<file path="src/rtl/isosel_pkg.sv">
// Shared types and constants for the ISO14443A card selection responder.
// No dependencies; imported by isosel_check, the top level and the testbench.
package isosel_pkg;

    localparam int unsigned KEEP_MAX  = 7;  // frame bytes stored per frame
    localparam int unsigned RESP_MAX  = 5;  // longest response frame
    localparam int unsigned CNT_W     = 5;  // received byte counter, wraps
    localparam int unsigned KEPT_W    = 3;
    localparam int unsigned LEN_W     = 3;
    localparam int unsigned CFG_IDX_W = 2;
    localparam int unsigned CFG_DAT_W = 32;

    typedef logic [KEEP_MAX-1:0][7:0] t_frame;
    typedef logic [RESP_MAX-1:0][7:0] t_resp;

    typedef enum logic [1:0] {
        ST_WAIT_REQA     = 2'd0,
        ST_WAIT_ANTICOLL = 2'd1,
        ST_WAIT_SELECT   = 2'd2,
        ST_WAIT_CMD      = 2'd3
    } t_proto_state;

    typedef enum logic [CFG_IDX_W-1:0] {
        CFG_CARD_UID = 2'd0,
        CFG_ATQA     = 2'd1,
        CFG_SAK      = 2'd2,
        CFG_UNUSED   = 2'd3
    } t_cfg_index;

    // Protocol bytes.
    localparam logic [7:0] CMD_REQA      = 8'h26;
    localparam logic [7:0] CMD_SEL_CL1   = 8'h93;
    localparam logic [7:0] NVB_ANTICOLL  = 8'h20;
    localparam logic [7:0] NVB_SELECT    = 8'h70;
    localparam logic [7:0] CMD_HALT      = 8'h50;
    localparam logic [7:0] CMD_HALT_ARG  = 8'h00;

    // Transceiver interrupt status codes.
    localparam logic [7:0] IRQ_RX_DONE   = 8'h40;
    localparam logic [7:0] IRQ_TX_DONE   = 8'h80;

    // Register reset values.
    localparam logic [31:0] UID_RESET    = 32'hCD815F76;
    localparam logic [15:0] ATQA_RESET   = 16'h0400;
    localparam logic [7:0]  SAK_RESET    = 8'h08;

    // Outcome of checking one received frame.
    typedef struct packed {
        logic              ok;
        t_proto_state      next_state;
        logic [LEN_W-1:0]  len;
        logic              with_crc;
    } t_check_res;

endpackage

</file>
<file path="src/rtl/iso14443a_card_select_responder_unit.sv">
// Top level of the ISO14443A card selection responder: input register,
// byte collection, protocol state and response serializer.
// Depends on isosel_pkg and isosel_check.
//
//  Channel  | Direction | Handshake                 | Payload
//  ---------+-----------+---------------------------+------------------------------------------
//  input    | in        | i_valid / o_stall         | i_command, i_rx_byte, i_irq_status
//  result   | out       | o_valid / i_stall         | o_kind, o_tx_byte, o_with_crc,
//           |           |                           | o_response_length, o_last
//  config   | in        | i_cfg_valid / o_cfg_ready | i_cfg_index, i_cfg_data
//
// An accepted beat lands in an input register and is processed from there, so
// a new input beat can be taken every cycle unless a status event waits there.
// A status event that produces a response loads a five-byte response register,
// which sends one result beat per cycle while i_stall is low; such an event
// waits in the input register until the cycle that takes the last beat of an
// earlier response. Received bytes and transmit-done events never wait on output.
// Reset (synchronous, active low) returns the protocol to waiting for REQA,
// clears both byte counts, empties both registers and restores the defaults
// of the configuration registers. The stored frame bytes are not reset.
module iso14443a_card_select_responder_unit
    import isosel_pkg::*;
(
    input  logic                  i_clk,
    input  logic                  i_rst_n,

    input  logic                  i_valid,
    output logic                  o_stall,
    input  logic                  i_command,
    input  logic [7:0]            i_rx_byte,
    input  logic [7:0]            i_irq_status,

    output logic                  o_valid,
    input  logic                  i_stall,
    output logic                  o_kind,
    output logic [7:0]            o_tx_byte,
    output logic                  o_with_crc,
    output logic [LEN_W-1:0]      o_response_length,
    output logic                  o_last,

    input  logic                  i_cfg_valid,
    output logic                  o_cfg_ready,
    input  logic [CFG_IDX_W-1:0]  i_cfg_index,
    input  logic [CFG_DAT_W-1:0]  i_cfg_data
);

    // Configuration registers. The port is always ready; writes to an index
    // beyond the register list are accepted and dropped.
    logic [31:0] r_card_uid;
    logic [15:0] r_atqa;
    logic [7:0]  r_sak;

    assign o_cfg_ready = 1'b1;

    always_ff @(posedge i_clk) begin
        if (!i_rst_n) begin
            r_card_uid <= UID_RESET;
            r_atqa     <= ATQA_RESET;
            r_sak      <= SAK_RESET;
        end else if (i_cfg_valid && o_cfg_ready) begin
            unique case (t_cfg_index'(i_cfg_index))
                CFG_CARD_UID: r_card_uid <= i_cfg_data[31:0];
                CFG_ATQA:     r_atqa     <= i_cfg_data[15:0];
                CFG_SAK:      r_sak      <= i_cfg_data[7:0];
                CFG_UNUSED:   ;
                default:      ;
            endcase
        end
    end

    // Input register.
    logic       r_in_valid;
    logic       r_in_command;
    logic [7:0] r_in_rx_byte;
    logic [7:0] r_in_irq;

    // Response register: bytes shift toward index zero as beats leave.
    logic             r_frm_valid;
    logic             r_frm_kind;
    logic             r_frm_crc;
    logic [LEN_W-1:0] r_frm_len;
    logic [LEN_W-1:0] r_frm_left;
    t_resp            r_frm_bytes;

    // Protocol state and frame collection.
    t_proto_state       r_state, n_state;
    logic [CNT_W-1:0]   r_byte_count;
    logic [KEPT_W-1:0]  r_kept_count;
    t_frame             r_frame;

    t_check_res w_chk;
    t_resp      w_resp;

    logic w_is_byte, w_rx_done, w_tx_done, w_needs_out;
    logic w_out_beat, w_frm_free, w_consume, w_load;

    isosel_check u_check (
        .i_state      (r_state),
        .i_byte_count (r_byte_count),
        .i_frame      (r_frame),
        .i_card_uid   (r_card_uid),
        .i_atqa       (r_atqa),
        .i_sak        (r_sak),
        .o_res        (w_chk),
        .o_resp       (w_resp)
    );

    assign w_is_byte   = !r_in_command;
    assign w_rx_done   = r_in_command && (r_in_irq == IRQ_RX_DONE);
    assign w_tx_done   = r_in_command && (r_in_irq == IRQ_TX_DONE);
    // Every status event except transmit done produces at least one beat.
    assign w_needs_out = r_in_command && !w_tx_done;

    assign w_out_beat  = r_frm_valid && !i_stall;
    assign w_frm_free  = !r_frm_valid || (w_out_beat && r_frm_left == LEN_W'(1));
    assign w_consume   = r_in_valid && (!w_needs_out || w_frm_free);
    assign w_load      = w_consume && w_needs_out;

    assign o_stall     = r_in_valid && !w_consume;

    always_ff @(posedge i_clk) begin
        if (!i_rst_n) begin
            r_in_valid <= 1'b0;
        end else if (i_valid && !o_stall) begin
            r_in_valid <= 1'b1;
        end else if (w_consume) begin
            r_in_valid <= 1'b0;
        end
    end

    always_ff @(posedge i_clk) begin
        if (i_valid && !o_stall) begin
            r_in_command <= i_command;
            r_in_rx_byte <= i_rx_byte;
            r_in_irq     <= i_irq_status;
        end
    end

    // Next protocol state. Any status event but a good frame or transmit done
    // returns to waiting for REQA.
    always_comb begin
        n_state = r_state;
        if (w_consume && r_in_command) begin
            priority if (w_tx_done) begin
                n_state = r_state;
            end else if (w_rx_done && w_chk.ok) begin
                n_state = w_chk.next_state;
            end else begin
                n_state = ST_WAIT_REQA;
            end
        end
    end

    always_ff @(posedge i_clk) begin
        if (!i_rst_n) begin
            r_state <= ST_WAIT_REQA;
        end else begin
            r_state <= n_state;
        end
    end

    // Byte collection: the count wraps, only the first bytes are stored, and
    // any status event discards the frame.
    always_ff @(posedge i_clk) begin
        if (!i_rst_n) begin
            r_byte_count <= '0;
            r_kept_count <= '0;
        end else if (w_consume) begin
            if (w_is_byte) begin
                r_byte_count <= r_byte_count + CNT_W'(1);
                if (r_kept_count < KEPT_W'(KEEP_MAX)) begin
                    r_kept_count <= r_kept_count + KEPT_W'(1);
                end
            end else begin
                r_byte_count <= '0;
                r_kept_count <= '0;
            end
        end
    end

    always_ff @(posedge i_clk) begin
        if (w_consume && w_is_byte && r_kept_count < KEPT_W'(KEEP_MAX)) begin
            r_frame[r_kept_count] <= r_in_rx_byte;
        end
    end

    // Response register. A reinitialize request is a single beat with
    // length zero; a response frame sends its bytes in order.
    always_ff @(posedge i_clk) begin
        if (!i_rst_n) begin
            r_frm_valid <= 1'b0;
            r_frm_left  <= '0;
        end else if (w_load) begin
            r_frm_valid <= 1'b1;
            if (w_rx_done && w_chk.ok) begin
                r_frm_left <= w_chk.len;
            end else begin
                r_frm_left <= LEN_W'(1);
            end
        end else if (w_out_beat) begin
            r_frm_left <= r_frm_left - LEN_W'(1);
            if (r_frm_left == LEN_W'(1)) begin
                r_frm_valid <= 1'b0;
            end
        end
    end

    always_ff @(posedge i_clk) begin
        if (w_load) begin
            if (w_rx_done && w_chk.ok) begin
                r_frm_kind  <= 1'b0;
                r_frm_crc   <= w_chk.with_crc;
                r_frm_len   <= w_chk.len;
                r_frm_bytes <= w_resp;
            end else begin
                r_frm_kind  <= 1'b1;
                r_frm_crc   <= 1'b0;
                r_frm_len   <= '0;
                r_frm_bytes <= '0;
            end
        end else if (w_out_beat) begin
            r_frm_bytes <= t_resp'({8'h00, r_frm_bytes[RESP_MAX-1:1]});
        end
    end

    assign o_valid           = r_frm_valid;
    assign o_kind            = r_frm_kind;
    assign o_tx_byte         = r_frm_bytes[0];
    assign o_with_crc        = r_frm_crc;
    assign o_response_length = r_frm_len;
    assign o_last            = (r_frm_left == LEN_W'(1));

    // A reinitialize request is always a single, final beat.
    a_reinit_last: assert property (@(posedge i_clk) disable iff (!i_rst_n)
        (o_valid && o_kind) |-> (o_last && o_response_length == '0))
        else $error("reinitialize beat not marked last");

    // Data beats carry a frame length between one and five bytes.
    a_data_len: assert property (@(posedge i_clk) disable iff (!i_rst_n)
        (o_valid && !o_kind) |->
        (o_response_length != '0 && o_response_length <= LEN_W'(RESP_MAX) &&
         r_frm_left <= o_response_length))
        else $error("bad response length on data beat");

    // Until the store fills, stored and counted bytes agree.
    a_count_match: assert property (@(posedge i_clk) disable iff (!i_rst_n)
        (r_kept_count < KEPT_W'(KEEP_MAX)) |->
        (r_byte_count == CNT_W'(r_kept_count)))
        else $error("byte count and stored count disagree");

    // With the response register empty, the input side never stalls.
    a_no_idle_stall: assert property (@(posedge i_clk) disable iff (!i_rst_n)
        !r_frm_valid |-> !o_stall)
        else $error("input stalled with empty response register");

endmodule

</file>
<file path="src/rtl/isosel_check.sv">
// Frame checker: compares a collected frame with the protocol state and
// builds the response bytes. Depends on isosel_pkg.
module isosel_check
    import isosel_pkg::*;
(
    input  t_proto_state         i_state,
    input  logic [CNT_W-1:0]     i_byte_count,
    input  t_frame               i_frame,
    input  logic [31:0]          i_card_uid,
    input  logic [15:0]          i_atqa,
    input  logic [7:0]           i_sak,
    output t_check_res           o_res,
    output t_resp                o_resp
);

    logic [7:0] w_uid_b0, w_uid_b1, w_uid_b2, w_uid_b3, w_bcc;
    logic       w_uid_match;

    assign w_uid_b0 = i_card_uid[31:24];
    assign w_uid_b1 = i_card_uid[23:16];
    assign w_uid_b2 = i_card_uid[15:8];
    assign w_uid_b3 = i_card_uid[7:0];
    assign w_bcc    = w_uid_b0 ^ w_uid_b1 ^ w_uid_b2 ^ w_uid_b3;

    assign w_uid_match = (i_frame[2] == w_uid_b0) && (i_frame[3] == w_uid_b1) &&
                         (i_frame[4] == w_uid_b2) && (i_frame[5] == w_uid_b3) &&
                         (i_frame[6] == w_bcc);

    always_comb begin
        o_res.ok         = 1'b0;
        o_res.next_state = ST_WAIT_REQA;
        o_res.len        = '0;
        o_res.with_crc   = 1'b0;
        o_resp           = '0;
        unique case (i_state)
            ST_WAIT_REQA: begin
                if (i_byte_count == CNT_W'(1) && i_frame[0] == CMD_REQA) begin
                    o_res.ok         = 1'b1;
                    o_res.next_state = ST_WAIT_ANTICOLL;
                    o_res.len        = LEN_W'(2);
                    o_resp[0]        = i_atqa[15:8];
                    o_resp[1]        = i_atqa[7:0];
                end
            end
            ST_WAIT_ANTICOLL: begin
                if (i_byte_count == CNT_W'(2) && i_frame[0] == CMD_SEL_CL1 &&
                    i_frame[1] == NVB_ANTICOLL) begin
                    o_res.ok         = 1'b1;
                    o_res.next_state = ST_WAIT_SELECT;
                    o_res.len        = LEN_W'(5);
                    o_resp[0]        = w_uid_b0;
                    o_resp[1]        = w_uid_b1;
                    o_resp[2]        = w_uid_b2;
                    o_resp[3]        = w_uid_b3;
                    o_resp[4]        = w_bcc;
                end
            end
            ST_WAIT_SELECT: begin
                if (i_byte_count >= CNT_W'(9) && i_frame[0] == CMD_SEL_CL1 &&
                    i_frame[1] == NVB_SELECT && w_uid_match) begin
                    o_res.ok         = 1'b1;
                    o_res.next_state = ST_WAIT_CMD;
                    o_res.len        = LEN_W'(1);
                    o_res.with_crc   = 1'b1;
                    o_resp[0]        = i_sak;
                end
            end
            ST_WAIT_CMD: begin
                // HALT is treated as an error and drops back to idle.
                if (i_byte_count > CNT_W'(2) &&
                    !(i_frame[0] == CMD_HALT && i_frame[1] == CMD_HALT_ARG)) begin
                    o_res.ok         = 1'b1;
                    o_res.next_state = ST_WAIT_REQA;
                    o_res.len        = LEN_W'(4);
                    o_res.with_crc   = 1'b1;
                end
            end
            default: begin
                o_res.ok = 1'b0;
            end
        endcase
    end

endmodule

</file>
<file path="config.mk">
export PLATFORM = sky130hd
export DESIGN_NAME = iso14443a_card_select_responder_unit
export DESIGN_NICKNAME = d
export VERILOG_FILES = /design/src/rtl/isosel_pkg.sv /design/src/rtl/iso14443a_card_select_responder_unit.sv /design/src/rtl/isosel_check.sv
export SDC_FILE = /design/constraint.sdc
export NUM_CORES = 1
export LEC_CHECK = 0
export BUFFER_PORTS_ARGS = -buffer_cell sky130_fd_sc_hd__buf_2
export CORE_ASPECT_RATIO = 0.8
export CORE_UTILIZATION = 30
export CTS_BUF_LIST = sky130_fd_sc_hd__clkbuf_8 sky130_fd_sc_hd__clkbuf_16
export DETAILED_ROUTE_END_ITERATION = 12
export GPL_TIMING_DRIVEN = 0
export MAX_ROUTING_LAYER = met4
export PLACE_DENSITY = 0.43
export SLEW_MARGIN = 20
export SYNTH_ARGS = -nofsm -noshare
export SYNTH_HDL_FRONTEND = slang
export SYNTH_HIERARCHICAL = 1
export SYNTH_SLANG_ARGS = --single-unit
</file>
<file path="constraint.sdc">
create_clock -name i_clk -period 4.2 [get_ports i_clk]
set_input_delay 0.42 -clock i_clk [delete_from_list [all_inputs] [get_ports i_clk]]
set_output_delay 0.42 -clock i_clk [all_outputs]
set_load 0.02 [all_outputs]
</file>
# Word level (Yosys, flattened, before mapping)
# Cells that the tools add are included.
# classes
add_sub_neg,3
multipliers,0
div,0
n_lt_le_gt_ge,5
eq_ne,20
shifts,0
muxes,31
bitwise_logic,4
reduce_logical,49
# ops
op,n
$mux 40,4
$bwmux 56,1
$eq 8x8->1,5
$logic_and 1x1->1,26
$demux 8 s3,1
$eq 8x7->1 const B,3
$mux 24,1
$pmux 6 s4,1
$pmux 8 s3,1
$xor 8x8->8,3
$eq 8x6->1 const B,2
$eq 8x8->1 const B,2
$mux 16,1
$mux 8,2
$pmux 8 s2,1
$mux 3,5
$mux 7,2
$mux 6,2
$reduce_and 2->1,6
$logic_not 1->1,8
$logic_not 8->1,1
$reduce_bool 2->1,4
$eq 2x2->1 const B,3
$mux 1,6
18 further kinds,21
# totals
reg_bits,189
latchBits,0
mem_bits_rw,0
romBits,0
inputBits,56
out_inout_bits,17
wordCells,139
memories,0

# Logic depth before layout (Yosys ltp)
# Gate-level depths: netlist of the first run.
# depth
ltp_word,12
depth_mapped,12
depth_no_buf,9

# Cells and area by module
# The synthesis of the first run kept the hierarchy.
# by_module_without_submodules
mod,instances,cells_per_inst,area_per_inst_um2
iso14443a_card_select_responder_unit,1,533,6911.6
isosel_check,1,169,1447.6

# Worst setup path before layout of the first run
# No wires, ideal clock.
# synth_timing
path_kind,register to register
from,reg r_frm_left[0]
to,"reg r_frm_bytes, in the netlist o_tx_byte[0] (enable)"
setup_time_ns,0.399
arrival_time_ns,2.504
t_required_ns,3.801
path_slack_ns,1.297
stages_incl_launch_ff,7
period_less_slack_ns,2.903
path_cell_list,dfxtp_1 -> ha_1 -> or3b_2 -> nand2_1 -> nand3_2 -> inv_1 -> or2_1
# synth_between
elab_chain_len,7
# synth_rtl
element,line,text
"start, declared",iso14443a_card_select_responder_unit.sv:82,logic [LEN_W-1:0] r_frm_left;
"start signal, assigned",iso14443a_card_select_responder_unit.sv:196,r_frm_left <= w_chk.len;
"start signal, assigned",iso14443a_card_select_responder_unit.sv:201,r_frm_left <= r_frm_left - LEN_W'(1);
$eq 3x1->1,iso14443a_card_select_responder_unit.sv:115,assign w_frm_free = !r_frm_valid || (w_out_beat && r_frm_left == LEN_W'(1));
$logic_and 1x1->1,iso14443a_card_select_responder_unit.sv:115,
$logic_or 1x1->1,iso14443a_card_select_responder_unit.sv:115,
$logic_or 1x1->1,iso14443a_card_select_responder_unit.sv:116,assign w_consume = r_in_valid && (!w_needs_out || w_frm_free);
$logic_and 1x1->1,iso14443a_card_select_responder_unit.sv:116,
$logic_and 1x1->1,iso14443a_card_select_responder_unit.sv:117,assign w_load = w_consume && w_needs_out;
named net w_load,iso14443a_card_select_responder_unit.sv:95,"logic w_out_beat, w_frm_free, w_consume, w_load;"
$reduce_bool 2->1 (no source line),-,
"end signal, assigned",iso14443a_card_select_responder_unit.sv:214,r_frm_bytes <= w_resp;
"end signal, assigned",iso14443a_card_select_responder_unit.sv:222,"r_frm_bytes <= t_resp'({8'h00, r_frm_bytes[RESP_MAX-1:1]});"
"end, declared",iso14443a_card_select_responder_unit.sv:83,t_resp r_frm_bytes;
# The timed path passes the listed nets, and every way through them passes these cells.
# A chain may end at the register's enable or synchronous reset.

==> impl_metrics.json, run 1 <==
{
  "reg2reg_slack_ns": 0.26,
  "fillers": 2741,
  "gp_congestion": 0.851,
  "syn_avg_cell_area_sq_um": 11.9,
  "p_seq_share_pct": 52.2,
  "synthesis.area_sq_mm": 0.00836,
  "critPathCaptureType": "register",
  "h-tree-depth": 4,
  "path_clk_slew_ns": 0.07,
  "fin_util_pct": 36.1,
  "ys_seq_area_share_pct": 59.4,
  "setup_violations": 0,
  "portBuffers": 70,
  "drc_errors": 0,
  "cpPeakStageDelay_ns": 0.66,
  "grt_first_pass_wirelength_mm": 35.0,
  "setup_tns_ns": 0,
  "drv_slew": 0,
  "cts_setup_buffers": 0,
  "worst_ep_required_time_ns": 4.49,
  "cp_top_family": "simple AND/OR/NAND/NOR gates",
  "synth_edf_count": 118,
  "synth_commonest_cells": "edfxtp_1, nand2_1, dfxtp_1",
  "crit_buf_inv": 2,
  "irDropWorstVdd_v": 0.000274,
  "rsz0062_at_grt": "false",
  "antenna_left": 0,
  "grt_overflow": 0,
  "grtUsageTotal_pct": 17.7,
  "clockRootBuffer": "clkbuf_16",
  "cts_hold_buf": 0,
  "grt_max_degree": 27,
  "dieWidth_microns": 189,
  "async_flop_share_pct": 0,
  "ys_seq_elements": 189,
  "hold_slack_ns": 0.162,
  "maxCapViolCount": 0,
  "critPathLaunch": "r_card_uid[18]$_SDFFE_PN0P_",
  "crit_chain": "xor2_1 -> nor4_1 -> nand4_1 -> nor4_4 -> a311o_1 -> nand4b_1 -> nor4_4 -> and3_1 -> buf_6 -> buf_6 -> a22o_1",
  "p_leak_nw": 3.69,
  "status": "finished, final reports clean",
  "hold-path-endpoint": "r_in_rx_byte[4]$_DFFE_PP_",
  "drive_above_1_share_pct": 18.3,
  "dp_hpwl_mm": 17.9,
  "rr_endpoint": "r_frm_bytes[30]$_DFFE_PP_",
  "start_kind": "register",
  "yosysMostFrequentCell": "edfxtp_1",
  "p_int_w": 0.00309,
  "clock-sinks": 189,
  "synth_top_cell_area_share_pct": 42.4,
  "io_pins": 73,
  "grt_pass1_vias": 5408,
  "min_period_over_period_pct": 93.8,
  "ys_types": 63,
  "vias": 5689,
  "hp-class": "in -> reg",
  "hold_start": "i_rx_byte[4]",
  "cts_buffer_depth": 2,
  "power.share.switching_pct": 22.8,
  "fin_skew_ns": 0.0119,
  "whs_path_depth": 1,
  "drtIter0Drc": 448,
  "post-route-min-period_ns": 3.94,
  "reg2reg_from": "r_card_uid[18]$_SDFFE_PN0P_",
  "cpMaxStageDelayCell": "dfxtp_1",
  "yosys_warnings": 6,
  "synthesis.nets": 762,
  "insertion_delay_ns": 0.43,
  "tightest_slew_ns": 0.876,
  "antenna_found_initial": 0,
  "synth-main-ff-cell": "edfxtp_1",
  "ys_top_cells_by_area": "edfxtp_1, dfxtp_1, a22o_1",
  "core_sq_mm": 0.0273,
  "vias_per_cell": 4.85,
  "numCtsBuffers": 17,
  "drt_first_pass_iters": 5,
  "initial_core_util_pct": 30.6,
  "diodes": 0,
  "critPathMaxFanout": 10,
  "critical_path_arrival_ns": 4.23,
  "routed_wl_mm": 23.6,
  "wl_per_cell_microns": 20.1,
  "fmaxAchievable_mhz": 254,
  "hold_viol_final": 0,
  "fp-row-count": 54,
  "critPathKind": "reg -> reg",
  "synthToLayoutAreaGrowth_pct": 18.0,
  "finalNetCount": 857,
  "power.density_mw_per_mm2": 406,
  "syn_inst": 702,
  "die_h_microns": 151,
  "combPwrFrac_pct": 6.5,
  "clock_power_share_pct": 41.3,
  "switchingPower_w": 0.000913,
  "cts_tree": "yes",
  "ff2ff_path_depth": 11,
  "die_area_sq_mm": 0.0285,
  "cts_resized": 0,
  "yosys.area.top_type": "edfxtp_1",
  "max-slew-margin-rel_pct": 41.3
}
state kept, by name, summed over array words and instances (netlist names), 2 cells and up:
signal,cells
r_frame,56
r_card_uid,32
r_frm_bytes,32
r_atqa,16
o_tx_byte,8
r_in_irq,8
r_in_rx_byte,8
r_sak,8
r_byte_count,5
o_response_length,3
r_frm_left,3
r_kept_count,3
r_state,2
routing by layer:
metal  track usage, %  part of all wire (%)  vias to the layer above
met5                -                     0                        -
met2             24.7                    42                      131
met1             26.2                    52                     2812
li1                 -                     -                     2736
met4             3.71                  0.67                        0
met3             3.34                   4.5                       10
cell usage in the layout, fill, tap and decap left out, drive strengths merged, types with 3 or more instances in the layout:
cell	n
a21oi	38
a22o	48
a311oi	3
a41o	8
and2	31
buf	95
clkbuf	51
clkinv	5
dfxtp	71
edfxtp	118
ha	4
inv	12
mux2i	10
nand2	111
nand2b	9
nand3	29
nand3b	6
nand4	6
nand4b	3
nor2	20
nor2b	5
nor3	6
nor3b	3
nor4	12
o21ai	6
o31ai	3
or3	3
or4	3
or4b	3
xnor2	34
xnor3	6
xor2	22
cell families (layout without fill, tap and decap cells):
logic type	count (synthesis)	in the layout	synth area share (%)
AND/OR/NAND/NOR	259	259	16.9
flip-flops	189	189	59.4
buffers and inverters	56	164	3.46
adder cells (fa/ha/maj)	4	4	0.599
multiplexers	10	10	1.20
other	1	1	0.0449
XOR/XNOR	62	62	7.66
AO/OA/AOI/OAI	121	121	10.7
power by group through the flow:
stage / clock (W) / combinational [W] / sequential (W)
floorplan: 0 / 0.000172 / 0.00210
global placement: 0 / 0.000252 / 0.00214
detailed placement: 0 / 0.000262 / 0.00214
CTS: 0.00169 / 0.000263 / 0.00209
global route: 0.00177 / 0.000287 / 0.00210
finish: 0.00165 / 0.000261 / 0.00209
worst reg2reg max path: stages (launching register included):
cell,delay [ns]
dfxtp_1,0.66
xor2_1,0.13
nor4_1,0.62
nand4_1,0.30
nor4_4,0.56
a311o_1,0.34
nand4b_1,0.16
nor4_4,0.36
and3_1,0.24
buf_6,0.14
buf_6,0.16
a22o_1,0.15
final cells by class:
type                    instances  area, sq um  area share (%)
plain buffers                  48          259            2.63
clock buffers                  22          528            5.35
clock inverters                10         81.3           0.824
inverters                       8         30.0           0.304
multi-input cells             457         3140            31.8
flip-flops and latches        189         4960            50.3
well taps                     364          455            4.62
repair buffers                 76          410            4.16
per-stage QoR:
| stage | total power, W | std cells | setup WS, ns | area, sq um |
|---|---|---|---|---|
| finish | 0.00401 | 1174 | 0.260 | 9860 |
| global route | 0.00415 | 1174 | 0.184 | 9860 |
| CTS | 0.00405 | 1174 | 0.352 | 9860 |
| detailed placement | 0.00240 | 1142 | 0.385 | 9250 |
| global placement | 0.00239 | 1136 | 0.403 | 9170 |
| floorplan | 0.00227 | 702 | 1.30 | 8360 |
worst max-delay path by stage:
stage / end / slack (ns) / cells after the start
detailed placement: r_frm_bytes[17]$_DFFE_PP_ / 0.38 / 11
finish: r_frm_bytes[30]$_DFFE_PP_ / 0.26 / 11
global route: r_frm_bytes[17]$_DFFE_PP_ / 0.18 / 11
floorplan: o_tx_byte[0]$_DFFE_PP_ / 1.30 / 6
global placement: r_frm_bytes[17]$_DFFE_PP_ / 0.40 / 11
CTS: r_frm_bytes[17]$_DFFE_PP_ / 0.35 / 11
Note: power is estimated with default switching activity, not from simulation.
==> run 2: changes to the inputs <==
Settings changed: REMOVE_ABC_BUFFERS set to 1, SKIP_CTS_REPAIR_TIMING set to 1.
==> impl_metrics.json, run 2 (synthesized netlist as in run 1, its figures left out) <==
{
  "dieWidth_microns": 189,
  "clock-sinks": 189,
  "portBuffers": 71,
  "min_period_over_period_pct": 90.1,
  "gp_congestion": 0.755,
  "combPwrFrac_pct": 6.4,
  "tightest_slew_ns": 1.04,
  "power.density_mw_per_mm2": 408,
  "setup_violations": 0,
  "mostFrequentLayoutCell": "edfxtp_1",
  "io_pins": 73,
  "antenna_left": 0,
  "grt_max_degree": 41,
  "final-seq-area_sq_mm": 0.00496,
  "final_cell_mix": "edfxtp_1, nand2_1, buf_2",
  "max-slew-margin-rel_pct": 30.8,
  "finalNetCount": 820,
  "fin_skew_ns": 0.00906,
  "drt_first_pass_iters": 4,
  "p_leak_nw": 3.59,
  "power.share.switching_pct": 24.2,
  "p_int_w": 0.00300,
  "finalPower_w": 0.00396,
  "drc_errors": 0,
  "diodes": 0,
  "multi_input_area_sq_mm": 0.00315,
  "synthToLayoutAreaGrowth_pct": 16.1,
  "grt_pass1_vias": 5586,
  "grtUsageTotal_pct": 16.3,
  "vias_per_cell": 4.82,
  "wl_per_cell_microns": 19.1,
  "die_area_sq_mm": 0.0285,
  "dp_hpwl_mm": 14.4,
  "numCtsBuffers": 17,
  "top_register": "r_frame",
  "fmaxAchievable_mhz": 264,
  "reg2reg_slack_ns": 0.41,
  "post-route-min-period_ns": 3.79,
  "fillers": 2721,
  "rsz0062_at_grt": "false",
  "path_clk_slew_ns": 0.07,
  "clock_power_share_pct": 41.0,
  "drtIter0Drc": 370,
  "hp-class": "in -> reg",
  "start_kind": "register",
  "die_h_microns": 151,
  "crit_buf_inv": 1,
  "critPathCaptureType": "register",
  "initial_core_util_pct": 30.6,
  "cts_buffer_depth": 2,
  "h-tree-depth": 4,
  "status": "finished, final reports clean",
  "core_sq_mm": 0.0273,
  "switchingPower_w": 0.000959,
  "cts_tree": "yes",
  "maxCapViolCount": 0,
  "fp-row-count": 54,
  "largest_reg_flops": 56,
  "grt_first_pass_wirelength_mm": 33.6,
  "p_seq_share_pct": 52.6,
  "drive_above_1_share_pct": 18.9,
  "setup_tns_ns": 0,
  "drv_slew": 0,
  "crit_chain": "or4_1 -> or3_1 -> nand2_1 -> a311o_1 -> nand4b_1 -> nor4_4 -> and3_2 -> buf_16 -> a22o_1",
  "hold_viol_final": 0,
  "worst_ep_required_time_ns": 4.50,
  "irDropWorstVdd_v": 0.000284,
  "cp_top_family": "simple AND/OR/NAND/NOR gates",
  "cpPeakStageDelay_ns": 0.70,
  "fin_util_pct": 35.5,
  "grt_overflow": 0,
  "routed_wl_mm": 21.7,
  "setup_ws_ns": 0.414,
  "vias": 5485,
  "critPathMaxFanout": 25,
  "antenna_found_initial": 0,
  "hold_slack_ns": 0.154,
  "clockRootBuffer": "clkbuf_16",
  "critical_path_arrival_ns": 4.09,
  "cpMaxStageDelayCell": "or4_1",
  "critPathKind": "reg -> reg",
  "reg.largest.list": "r_frame x56, r_card_uid x32, r_frm_bytes x32",
  "insertion_delay_ns": 0.44,
  "dp_slack_ns": 0.00671
}
run 2: changes by cell type in the layout (fill, tap and decap cells not counted), sizes merged:
cell	previous run	this run
clkinvlp	0	2
clkbuf	51	18
clkinv	5	6
buf	95	87
inv	12	13
run 2: per-stage QoR:
step / cells / area (sq um)
after global routing: 1137 / 9700
after floorplan: 654 / 8100
after global placement: 1089 / 8910
after CTS: 1133 / 9670
after detailed placement: 1101 / 9090
final: 1137 / 9700
run 2: routing by layer:
layer / wire [microns] / share of wire, % / global-route usage (%)
met5: 0 / 0 / -
met4: 125 / 0.58 / 3.15
met3: 1100 / 5.1 / 3.82
met2: 9560 / 44 / 24.6
met1: 10900 / 50 / 22.4
run 2: power groups by stage:
stage / registers [W] / clock network (W) / logic [W]
6_report: 0.00208 / 0.00162 / 0.000255
5_1_grt: 0.00209 / 0.00172 / 0.000284
4_1_cts: 0.00208 / 0.00166 / 0.000259
3_5_place_dp: 0.00213 / 0 / 0.000257
3_3_place_gp: 0.00212 / 0 / 0.000249
2_1_floorplan: 0.00211 / 0 / 0.000151
run 2: final timing paths:
check / from / end / depth (start not counted)
min: i_rx_byte[0] / r_in_rx_byte[0]$_DFFE_PP_ / 1
max reg2reg: r_byte_count[2]$_SDFFE_PN0P_ / r_frm_bytes[19]$_DFFE_PP_ / 9
max: r_byte_count[2]$_SDFFE_PN0P_ / r_frm_bytes[19]$_DFFE_PP_ / 9
min reg2reg: r_atqa[2]$_SDFFE_PN0P_ / r_atqa[2]$_SDFFE_PN0P_ / 2
run 2: area by class of cell:
type / instances / area share, %
Sequential cell: 189 / 51.2
Tap cell: 364 / 4.69
Clock inverter: 14 / 1.37
Clock buffer: 18 / 4.64
Timing Repair Buffer: 87 / 5.34
Inverter: 8 / 0.310
Multi-Input combinational cell: 457 / 32.5
==> run 3: changes to the inputs <==
Settings changed: CORE_ASPECT_RATIO 0.8 to 1.5, TNS_END_PERCENT set to 30.
==> impl_metrics.json, run 3 (synthesized netlist as in run 1, its figures left out) <==
{
  "drc_errors": 14,
  "setup_tns_ns": 0,
  "grt_max_degree": 41,
  "status": "finished, violations left",
  "core_sq_mm": 0.0273,
  "critPathCaptureType": "register",
  "drt_first_pass_iters": 9,
  "grt_first_pass_wirelength_mm": 33.1,
  "path_clk_slew_ns": 0.07,
  "fp-row-count": 74,
  "wl_per_cell_microns": 19.4,
  "max-slew-margin-rel_pct": 32.2,
  "grt_pass1_vias": 5544,
  "failed_checks": "DRC",
  "hold-path-endpoint": "r_in_irq[3]$_DFFE_PP_",
  "layoutNonFillerInstCount": 1112,
  "cts_tree": "yes",
  "irDropWorstVdd_v": 0.000295,
  "fmaxAchievable_mhz": 249,
  "met2_usage_pct": 29.7,
  "clockRootBuffer": "clkbuf_16",
  "power.density_mw_per_mm2": 403,
  "die_area_sq_mm": 0.0285,
  "drive_above_1_share_pct": 18.1,
  "mostFrequentLayoutCell": "edfxtp_1",
  "hp-class": "in -> reg",
  "vias_per_cell": 4.98,
  "rr_endpoint": "o_tx_byte[1]$_DFFE_PP_",
  "hold_viol_final": 0,
  "rsz0062_at_grt": "false",
  "cpPeakStageDelay_ns": 0.59,
  "reg2reg_slack_ns": 0.19,
  "antenna_left": 0,
  "final-seq-area_sq_mm": 0.00496,
  "insertion_delay_ns": 0.44,
  "synthToLayoutAreaGrowth_pct": 15.1,
  "die_h_microns": 206,
  "whs_path_depth": 1,
  "cts_buffer_depth": 2,
  "fin_skew_ns": 0.0109,
  "gp_congestion": 0.752,
  "numCtsBuffers": 17,
  "grtUsageTotal_pct": 16.2,
  "critPathKind": "reg -> reg",
  "finalNetCount": 817,
  "grt.met1_usage_pct": 17.6,
  "min_period_over_period_pct": 95.5,
  "dp_hpwl_mm": 14.9,
  "top_register": "r_frame",
  "tightest_slew_ns": 1.02,
  "vias": 5539,
  "grt_overflow": 0,
  "finalPower_w": 0.00387,
  "initial_core_util_pct": 30.6,
  "reg.largest.list": "r_frame x56, r_card_uid x32, r_frm_bytes x32",
  "critical_path_arrival_ns": 4.31,
  "critPathMaxFanout": 33,
  "dp_cells": 1078,
  "antenna_found_initial": 0,
  "dieWidth_microns": 138,
  "diodes": 0,
  "p_leak_nw": 3.55,
  "cpMaxStageDelayCell": "nor3_4",
  "drv_slew": 0,
  "setup_violations": 0,
  "hold_start": "i_irq_status[3]",
  "io_pins": 73,
  "portBuffers": 71,
  "fillers": 2696,
  "multi_input_area_sq_mm": 0.00315,
  "maxCapViolCount": 0,
  "final_cell_mix": "edfxtp_1, nand2_1, buf_2, dfxtp_1, a22o_1",
  "post-route-min-period_ns": 4.01,
  "h-tree-depth": 4,
  "largest_reg_flops": 56,
  "grt-busiest-layer": "met2",
  "reg2reg_from": "r_frame[2]$_DFFE_PP_",
  "worst_ep_required_time_ns": 4.49,
  "routed_wl_mm": 21.6,
  "start_kind": "register",
  "crit_chain": "nor4b_4 -> nand4_2 -> or3_4 -> nor3_4 -> a311o_1 -> nand4b_1 -> nor4_4 -> and3_2 -> buf_12 -> a22o_1",
  "ff2ff_path_depth": 10,
  "drtIter0Drc": 318,
  "clock-sinks": 189,
  "grt_use_met3_pct": 2.73
}
-- run 3: metrics by stage --
stage                     setup WS [ns]  hold WS (ns)  util, %  instance area, sq um
final                             0.188         0.155     35.2                  9620
after global routing            0.00995         0.126     35.2                  9620
after CTS                        0.0392         0.130     35.2                  9600
after detailed placement         0.0833         0.448     33.1                  9050
after global placement            -1.17         0.442     32.5                  8880
after floorplan                   0.762         0.436        -                  8100
-- run 3: routing by layer --
| layer | wire length [microns] | share of wire [%] | vias to the layer above |
|---|---|---|---|
| li1 | - | - | 2656 |
| met1 | 8750 | 41 | 2739 |
| met2 | 11700 | 54 | 119 |
| met3 | 711 | 3.3 | 25 |
| met4 | 369 | 1.7 | 0 |
| met5 | 0 | 0 | - |
-- run 3: worst max-delay path by stage --
| stage | slack, ns | cells after the start | from | endpoint |
|---|---|---|---|---|
| 2_1_floorplan | 0.76 | 7 | r_byte_count[2]$_SDFFE_PN0P_ | r_frm_left[0]$_SDFFE_PN0P_ |
| 3_5_place_dp | 0.08 | 10 | r_card_uid[21]$_SDFFE_PN0P_ | o_tx_byte[1]$_DFFE_PP_ |
| 6_report | 0.19 | 10 | r_frame[2]$_DFFE_PP_ | o_tx_byte[1]$_DFFE_PP_ |
| 3_3_place_gp | -1.17 | 7 | r_byte_count[2]$_SDFFE_PN0P_ | r_frm_left[0]$_SDFFE_PN0P_ |
| 5_1_grt | 0.01 | 10 | r_frame[2]$_DFFE_PP_ | o_tx_byte[1]$_DFFE_PP_ |
| 4_1_cts | 0.04 | 10 | r_card_uid[21]$_SDFFE_PN0P_ | o_tx_byte[1]$_DFFE_PP_ |
-- run 3: cell type report --
cell class                      instances  area share, %
Clock buffer                           17           4.42
Clock inverter                         15           1.30
Inverter                                8          0.312
Multi-Input combinational cell        457           32.7
Sequential cell                       189           51.6
Tap cell                              342           4.45
Timing Repair Buffer                   84           5.20
-- run 3: critical path: cells and delay by family, from the launching register on --
kind                   cells  cell delay [ns]
AOI/OAI and AO/OA          2             0.51
DFF                        1             0.44
and+or+nand+nor            7             2.63
buffers and inverters      1             0.25
-- run 3: report_power, final --
group          internal (W)  leakage (nW)  switching, W  total (W)
sequential          0.00203          1.68     0.0000544    0.00208
combinational      0.000105          1.62      0.000146   0.000252
clock              0.000814         0.259      0.000725    0.00154
